$ cat src/design/bbp_pkg.sv
// ----------------------------------------------------------------------------
// Basic block partitioner package
// Fixed field widths, quad kind codes and the leader map control request.
// ----------------------------------------------------------------------------
package bbp_pkg;

	localparam int KIND_W   = 2;
	localparam int ID_W     = 6;
	localparam int POS_W    = 7;   // width of a jump target and of id + 1
	localparam int BLKNUM_W = 6;
	localparam int FIRST_W  = 6;
	localparam int LEN_W    = 7;

	localparam int S_DATA_W = 16;
	localparam int M_DATA_W = 24;

	typedef enum logic [KIND_W-1:0] {
		KIND_PLAIN     = 2'd0,
		KIND_JUMP      = 2'd1,
		KIND_LONG_JUMP = 2'd2,
		KIND_HALT      = 2'd3
	} quad_kind_t;

	// Request from the sequencer to the leader map: up to two marks a cycle,
	// or a return to the state where only position zero is a leader.
	typedef struct packed {
		logic             mark_a_en;
		logic [POS_W-1:0] mark_a_pos;
		logic             mark_b_en;
		logic [POS_W-1:0] mark_b_pos;
		logic             clear;
	} map_ctrl_t;

endpackage

$ cat src/design/bbp_leader_map.sv
// ----------------------------------------------------------------------------
// Leader bitmap
// One flag per program position, cleared at once to "position zero only".
// ----------------------------------------------------------------------------
module bbp_leader_map #(
	parameter int MAX_QUADS = 64
) (
	input  logic                           clk,
	input  logic                           arst_n,
	input  bbp_pkg::map_ctrl_t             ctrl,
	input  logic [$clog2(MAX_QUADS+1)-1:0] rd_pos,
	output logic                           rd_leader
);

	localparam int IDX_W = $clog2(MAX_QUADS);
	localparam int CNT_W = $clog2(MAX_QUADS + 1);

	logic [MAX_QUADS-1:0] map_q;
	logic                 a_ok;
	logic                 b_ok;

	// Marks at or beyond the program limit are dropped.
	assign a_ok = ctrl.mark_a_en && (ctrl.mark_a_pos < bbp_pkg::POS_W'(MAX_QUADS));
	assign b_ok = ctrl.mark_b_en && (ctrl.mark_b_pos < bbp_pkg::POS_W'(MAX_QUADS));

	always_ff @(posedge clk or negedge arst_n) begin
		if (!arst_n) begin
			map_q <= MAX_QUADS'(1);
		end else if (ctrl.clear) begin
			map_q <= MAX_QUADS'(1);
		end else begin
			if (a_ok) begin
				map_q[ctrl.mark_a_pos[IDX_W-1:0]] <= 1'b1;
			end
			if (b_ok) begin
				map_q[ctrl.mark_b_pos[IDX_W-1:0]] <= 1'b1;
			end
		end
	end

	assign rd_leader = (rd_pos < CNT_W'(MAX_QUADS)) ? map_q[rd_pos[IDX_W-1:0]] : 1'b0;

endmodule

$ cat src/design/bbp_seq.sv
// ----------------------------------------------------------------------------
// Partition sequencer
// Loads quads, then steps one position a cycle through the leader map,
// pausing at each block boundary until the block request is taken.
module bbp_seq #(
	parameter int MAX_QUADS = 64
) (
	input  logic                           clk,
	input  logic                           arst_n,
	// quad request
	input  logic                           in_valid,
	output logic                           in_ready,
	input  bbp_pkg::quad_kind_t            quad_kind,
	input  logic [bbp_pkg::ID_W-1:0]       quad_id,
	input  logic [bbp_pkg::POS_W-1:0]      jump_target,
	input  logic                           last_quad,
	// leader map
	output bbp_pkg::map_ctrl_t             map_ctrl,
	output logic [$clog2(MAX_QUADS+1)-1:0] rd_pos,
	input  logic                           rd_leader,
	// block request
	output logic                           out_valid,
	input  logic                           out_ready,
	output logic [bbp_pkg::BLKNUM_W-1:0]   block_number,
	output logic [bbp_pkg::FIRST_W-1:0]    first_position,
	output logic [bbp_pkg::LEN_W-1:0]      block_length,
	output logic                           last_block
);

	localparam int IDX_W = $clog2(MAX_QUADS);
	localparam int CNT_W = $clog2(MAX_QUADS + 1);

	typedef enum logic [2:0] {
		S_LOAD = 3'b001,
		S_SCAN = 3'b010,
		S_EMIT = 3'b100
	} state_t;

	state_t                       state_q;
	logic [CNT_W-1:0]             count_q;
	logic [CNT_W-1:0]             pos_q;
	logic [IDX_W-1:0]             start_q;
	logic [bbp_pkg::BLKNUM_W-1:0] blk_q;
	logic                         out_valid_q;
	logic [bbp_pkg::BLKNUM_W-1:0] block_number_q;
	logic [bbp_pkg::FIRST_W-1:0]  first_position_q;
	logic [bbp_pkg::LEN_W-1:0]    block_length_q;
	logic                         last_block_q;

	logic accept;
	logic room;
	logic at_end;
	logic boundary;
	logic emitted;

	assign in_ready = (state_q == S_LOAD);
	assign accept   = in_valid && in_ready;
	assign room     = (count_q != CNT_W'(MAX_QUADS));
	assign at_end   = (pos_q == count_q);
	assign boundary = at_end || rd_leader;
	assign emitted  = out_valid_q && out_ready;
	assign rd_pos   = pos_q;

	// A quad beyond the limit is dropped and marks nothing.
	always_comb begin
		map_ctrl            = '0;
		map_ctrl.mark_a_pos = jump_target;
		map_ctrl.mark_b_pos = bbp_pkg::POS_W'(quad_id) + bbp_pkg::POS_W'(1);
		if (accept && room) begin
			unique case (quad_kind)
				bbp_pkg::KIND_JUMP: begin
					map_ctrl.mark_a_en = 1'b1;
				end
				bbp_pkg::KIND_LONG_JUMP: begin
					map_ctrl.mark_a_en = 1'b1;
					map_ctrl.mark_b_en = 1'b1;
				end
				bbp_pkg::KIND_HALT: begin
					map_ctrl.mark_b_pos = bbp_pkg::POS_W'(quad_id);
					map_ctrl.mark_b_en  = 1'b1;
				end
				default: begin
				end
			endcase
		end
		map_ctrl.clear = (state_q == S_EMIT) && emitted && last_block_q;
	end

	always_ff @(posedge clk or negedge arst_n) begin
		if (!arst_n) begin
			state_q     <= S_LOAD;
			count_q     <= '0;
			pos_q       <= '0;
			start_q     <= '0;
			blk_q       <= '0;
			out_valid_q <= 1'b0;
		end else begin
			unique case (state_q)
				S_LOAD: begin
					if (accept) begin
						if (room) begin
							count_q <= count_q + CNT_W'(1);
						end
						if (last_quad) begin
							pos_q   <= CNT_W'(1);
							start_q <= '0;
							blk_q   <= '0;
							state_q <= S_SCAN;
						end
					end
				end
				S_SCAN: begin
					if (boundary) begin
						out_valid_q <= 1'b1;
						state_q     <= S_EMIT;
					end else begin
						pos_q <= pos_q + CNT_W'(1);
					end
				end
				S_EMIT: begin
					if (emitted) begin
						out_valid_q <= 1'b0;
						if (last_block_q) begin
							count_q <= '0;
							state_q <= S_LOAD;
						end else begin
							start_q <= pos_q[IDX_W-1:0];
							blk_q   <= blk_q + bbp_pkg::BLKNUM_W'(1);
							pos_q   <= pos_q + CNT_W'(1);
							state_q <= S_SCAN;
						end
					end
				end
				default: begin
					state_q <= S_LOAD;
				end
			endcase
		end
	end

	// Result payload, loaded when the scan stops on a block boundary.
	always_ff @(posedge clk) begin
		if (state_q == S_SCAN && boundary) begin
			block_number_q   <= blk_q;
			first_position_q <= bbp_pkg::FIRST_W'(start_q);
			block_length_q   <= bbp_pkg::LEN_W'(pos_q - CNT_W'(start_q));
			last_block_q     <= at_end;
		end
	end

	assign out_valid      = out_valid_q;
	assign block_number   = block_number_q;
	assign first_position = first_position_q;
	assign block_length   = block_length_q;
	assign last_block     = last_block_q;

endmodule

$ cat src/design/basic_block_partitioner.sv
// A quad without tlast is taken and gives no result. A quad with tlast
// starts a scan of n positions (n = quads held, at most MAX_QUADS); the
// leader map is read one position per cycle, pausing at each block
// boundary until its request is taken. No new quad is taken until the
// last block of the program has been taken.
// Reset (arst_n low) empties the program and leaves only position 0 a leader.
// ----------------------------------------------------------------------------
// Basic block partitioner
// Collects jump and halt leaders of a quad program in a bitmap and, after
// the last quad, emits one request per basic block in position order.
// ----------------------------------------------------------------------------
module basic_block_partitioner #(
	parameter int MAX_QUADS = 64
) (
	input  logic        clk,
	input  logic        arst_n,
	// Quad stream.
	input  logic        s_tvalid,
	output logic        s_tready,
	input  logic [15:0] s_tdata,   // quad_kind[1:0], quad_id[7:2], jump_target[14:8], 0[15]
	input  logic        s_tlast,   // last_quad
	// Basic block stream.
	output logic        m_tvalid,
	input  logic        m_tready,
	output logic [23:0] m_tdata,   // block_number[5:0], first_position[11:6],
	                               // block_length[18:12], 0[23:19]
	output logic        m_tlast    // last_block
);

	localparam int CNT_W = $clog2(MAX_QUADS + 1);

	// Fields of an incoming quad request, unpacked from tdata.
	bbp_pkg::quad_kind_t           quad_kind;
	logic [bbp_pkg::ID_W-1:0]      quad_id;
	logic [bbp_pkg::POS_W-1:0]     jump_target;

	// Fields of an outgoing block request.
	logic [bbp_pkg::BLKNUM_W-1:0]  block_number;
	logic [bbp_pkg::FIRST_W-1:0]   first_position;
	logic [bbp_pkg::LEN_W-1:0]     block_length;

	// Link between the sequencer and the leader bitmap.
	bbp_pkg::map_ctrl_t            map_ctrl;
	logic [CNT_W-1:0]              rd_pos;
	logic                          rd_leader;

	assign quad_kind   = bbp_pkg::quad_kind_t'(s_tdata[1:0]);
	assign quad_id     = s_tdata[7:2];
	assign jump_target = s_tdata[14:8];

	// The sequencer owns the quad count and the scan position. While loading
	// it marks leaders through the map's two write ports; while scanning it
	// reads one map flag per cycle and stops on each block boundary, holding
	// the result in its output register until the downstream side takes it.
	bbp_seq #(
		.MAX_QUADS(MAX_QUADS)
	) u_seq (
		.clk            (clk),
		.arst_n         (arst_n),
		.in_valid       (s_tvalid),
		.in_ready       (s_tready),
		.quad_kind      (quad_kind),
		.quad_id        (quad_id),
		.jump_target    (jump_target),
		.last_quad      (s_tlast),
		.map_ctrl       (map_ctrl),
		.rd_pos         (rd_pos),
		.rd_leader      (rd_leader),
		.out_valid      (m_tvalid),
		.out_ready      (m_tready),
		.block_number   (block_number),
		.first_position (first_position),
		.block_length   (block_length),
		.last_block     (m_tlast)
	);

	// One flag per position; leaders at or past MAX_QUADS are never recorded and
	// leaders past the program end are never reached by the scan.
	bbp_leader_map #(
		.MAX_QUADS(MAX_QUADS)
	) u_map (
		.clk       (clk),
		.arst_n    (arst_n),
		.ctrl      (map_ctrl),
		.rd_pos    (rd_pos),
		.rd_leader (rd_leader)
	);

	assign m_tdata = {5'b0, block_length, first_position, block_number};

endmodule

$ cat config.mk
export PLATFORM = sky130hd
export DESIGN_NAME = basic_block_partitioner
export DESIGN_NICKNAME = d
export VERILOG_FILES = /design/src/design/bbp_pkg.sv /design/src/design/bbp_leader_map.sv /design/src/design/bbp_seq.sv /design/src/design/basic_block_partitioner.sv
export SDC_FILE = /design/constraint.sdc
export NUM_CORES = 1
export LEC_CHECK = 0
export ABC_AREA = 0
export BUFFER_PORTS_ARGS = -buffer_cell sky130_fd_sc_hd__buf_2
export CAP_MARGIN = 20
export CORE_MARGIN = 1
export CORE_UTILIZATION = 55
export DETAILED_ROUTE_END_ITERATION = 10
export GPL_ROUTABILITY_DRIVEN = 0
export HOLD_SLACK_MARGIN = 0.12
export PLACE_DENSITY = 0.77
export SLEW_MARGIN = 20
export SYNTH_ARGS = -nofsm -noshare
export SYNTH_HDL_FRONTEND = slang
export SYNTH_HIERARCHICAL = 1
export SYNTH_SLANG_ARGS = --single-unit
export TNS_END_PERCENT = 100
$ cat constraint.sdc
create_clock -name clk -period 3 [get_ports clk]
set_input_delay 0.3 -clock clk [delete_from_list [all_inputs] [get_ports clk]]
set_output_delay 0.3 -clock clk [all_outputs]
set_load 0.05 [all_outputs]
==> impl_metrics.ini <==
[timing]
tightest_slew_ns = 1.05
hold_viol = 0
drv_slew = 0
rsz0062_at_grt = no
fin_crit_sh = 0.965
max_freq_mhz = 345
max-slew-margin-rel = 0.295
tns_ns = 0
setup_viol = 0
finalClockSkew_ns = 0.00990
min_period_ns = 2.89

[power_and_ir_drop]
power_mw = 5.46
power_density_mw_per_mm2 = 754
p_leak_nw = 3.18
vdd_drop_max_mv = 0.406

[routing]
wire_per_inst_um = 19.8
wl_mm = 16.0
post_drt_via_cell_ratio = 6.50
ant_nets = 0
firstDrtPassIters = 6
vias = 5252
drt_iter0_drc = 475
remaining_drc_errors = 0

[worst_setup_path]
cp.required_ns = 3.40
critPathKind = flip-flop to flip-flop
r2r_slack_ns = 0.11
setup.worst_path.start_class = flip-flop
end_kind = flip-flop
crit_arrival_ns = 3.29
critical_path.max_fanout = 22

[yosys]
synth_seq_area_share = 0.482
synth-xor-area-share = 0.0257
synthArstFlopShare = 0.825
synth_top_family_by_area = simple AND/OR/NAND/NOR gates
synth_cell_types = 64
synthSimpleGateAreaFrac = 0.180
synth_commonest_cells = 105 x nor2_1, 92 x dfrtp_1, 63 x a221oi_1, 43 x nand2_1, 21 x inv_1
synthAdderAreaFrac = 0.0298
ys_ff_latch = 114
synth_area_leaders = dfrtp_1 38%, edfxtp_1 9.8%, a221oi_1 9.0%, nor2_1 6.4%, mux4_2 3.7%
synth_area_sq_mm = 0.00614
syn_inst = 593
synth.area.mux_share = 0.0683
synth_compound_area_frac = 0.162
yosysMostFrequentCell = nor2_1
yosysTopAreaCell = dfrtp_1
synth_edf_count = 20
syn_avg_cell_area_sq_um = 10.3
netlist.area_leader.share = 0.375
synth_top_flop_cell = dfrtp_1
yosysWarningCount = 6

[final_layout]
fin_cells = 808
layout.nets = 690
design_area_sq_mm = 0.00724
diodes = 0
area_growth_pct = 17.9
drive_gt1_frac = 0.223
n_fill_cell = 824

[hold_path]
hp-class = primary input to flip-flop

[floorplanning]
core_area_sq_mm = 0.0108
die_h_um = 108
chipWidth_um = 108
io_pins = 48
dieArea_sq_mm = 0.0116
start_util = 0.566
rows = 38

[cts]
max-clock-path-buffers = 2
clk_pin_slew_ns = 0.06
clock_sinks = 114
clk_latency_ns = 0.52
cts_root_buffer = clkbuf_8
h-tree-depth = 4
cts_buffers = 17
cts_tree = yes

[flow_run]
maxCapViolCount = 0

[global_routing]
grt_pass1_vias = 5202
grt_pass1_wl_mm = 26.0
gr-usage-all-layers = 0.297
antenna_found_initial = 0
gr-total-overflow = 0
grt_max_degree = 70

[placed_design]
portBuffers = 41
placed_cells = 772
dpl_cell_area_sq_mm = 0.00661
place_hpwl_mm = 10.4

[outcome]
outcome = finished, final reports clean
[worst paths after layout]
kind                                              end       startpoint  cells after the start
worst max-delay path                  u_seq/rd_pos[5]  u_seq/rd_pos[1]                     11
worst max register to register        u_seq/rd_pos[5]  u_seq/rd_pos[1]                     11
worst min register to register  u_seq/block_number[5]   u_seq/blk_q[5]                      0
min in group asynchronous            u_seq/start_q[3]           arst_n                      2
max in group asynchronous             u_map/map_q[16]           arst_n                      3
worst min-delay path                 u_seq/state_q[0]         s_tvalid                      3
[flip-flops by register name (all words and copies together), names as in the netlist, 3 cells and up]
name,cells
u_seq/count_q,7
u_seq/state_q,3
u_seq/block_length,7
u_seq/block_number,6
u_seq/start_q,6
u_map/map_q,64
u_seq/rd_pos,7
u_seq/first_position,6
u_seq/blk_q,6
[layout make-up]
| type | instances | area, sq um | share of cell area |
|---|---|---|---|
| tap | 140 | 175 | 0.0242 |
| clock buffer | 18 | 418 | 0.0577 |
| sequential | 114 | 2960 | 0.409 |
| timing repair buffer | 82 | 548 | 0.0757 |
| multi-input combinational | 419 | 2920 | 0.403 |
| inverter | 21 | 78.8 | 0.0109 |
| clock inverter | 14 | 141 | 0.0195 |
[cells in the final DEF (no fill, tap or decap), types with 3 or more instances in the layout]
master,Yosys,routed
or3b_2,3,3
nand3b_1,5,5
o21ai_0,19,19
o22a_1,4,4
clkbuf_16,0,16
a31oi_1,4,4
clkinvlp_4,0,3
nand4_1,8,8
buf_2,5,40
xnor2_1,10,10
nor3_2,1,3
mux4_2,10,10
xor2_1,8,8
nor3b_1,10,7
nor3_1,8,6
ha_1,13,13
dfrtp_1,92,90
edfxtp_1,20,20
clkinv_4,0,4
a21oi_1,5,5
clkinv_2,0,4
mux2_2,6,6
nor3b_2,0,3
dlygate4sd3_1,0,3
conb_1,1,5
inv_1,21,20
buf_4,13,37
a221oi_1,63,63
o211ai_1,5,5
mux2i_1,10,10
nand2b_1,9,9
nor2_1,105,103
and3_1,7,7
nand3_1,12,12
a22o_1,5,5
nand2_1,43,43
and3b_1,3,3
[per-stage QoR]
step                       util  hold WS (ns)  setup WS [ns]
after floorplan               -       0.00441         0.0273
after global placement    0.609         0.404         0.0715
after detailed placement  0.609         0.416        -0.0166
after CTS                 0.666         0.250         0.0828
after global routing      0.668         0.265         0.0336
final                     0.668         0.275          0.105
[critical path: stages, from the launching register on]
cell	delay [ns]
dfrtp_2	0.45
buf_12	0.21
mux4_2	0.55
mux2_2	0.29
nand3_1	0.08
nand4_1	0.14
a32o_1	0.30
o21ai_2	0.17
inv_2	0.05
a21o_1	0.21
buf_4	0.16
o22a_1	0.15
[timing repair]
item	4_1_cts	5_1_grt
endpoints found under the setup margin	19	6
gates resized for setup	6	3
hold endpoints to repair	54	0
buffers inserted	0	1
hold buffers	3	0
[cell families after synthesis]
logic type,Yosys count
xor gates and xnor gates,18
adders and majority gates,14
muxes,27
DFF,114
other,1
AOI/OAI and AO/OA,125
buffers and inverters,64
and+or+nand+nor,230
[where the power goes]
group	internal, mW	switching (mW)
clock network	1.17	0.717
registers	1.91	0.251
logic	0.619	0.786
[metal layers]
layer | up-vias | wire length, um | track usage
li1 | 2326 | - | -
met1 | 2581 | 6350 | 0.365
met2 | 272 | 7890 | 0.500
met3 | 73 | 1080 | 0.0539
met4 | 0 | 636 | 0.157
met5 | - | 0 | 0
Note: power is estimated with default switching activity, not from simulation.
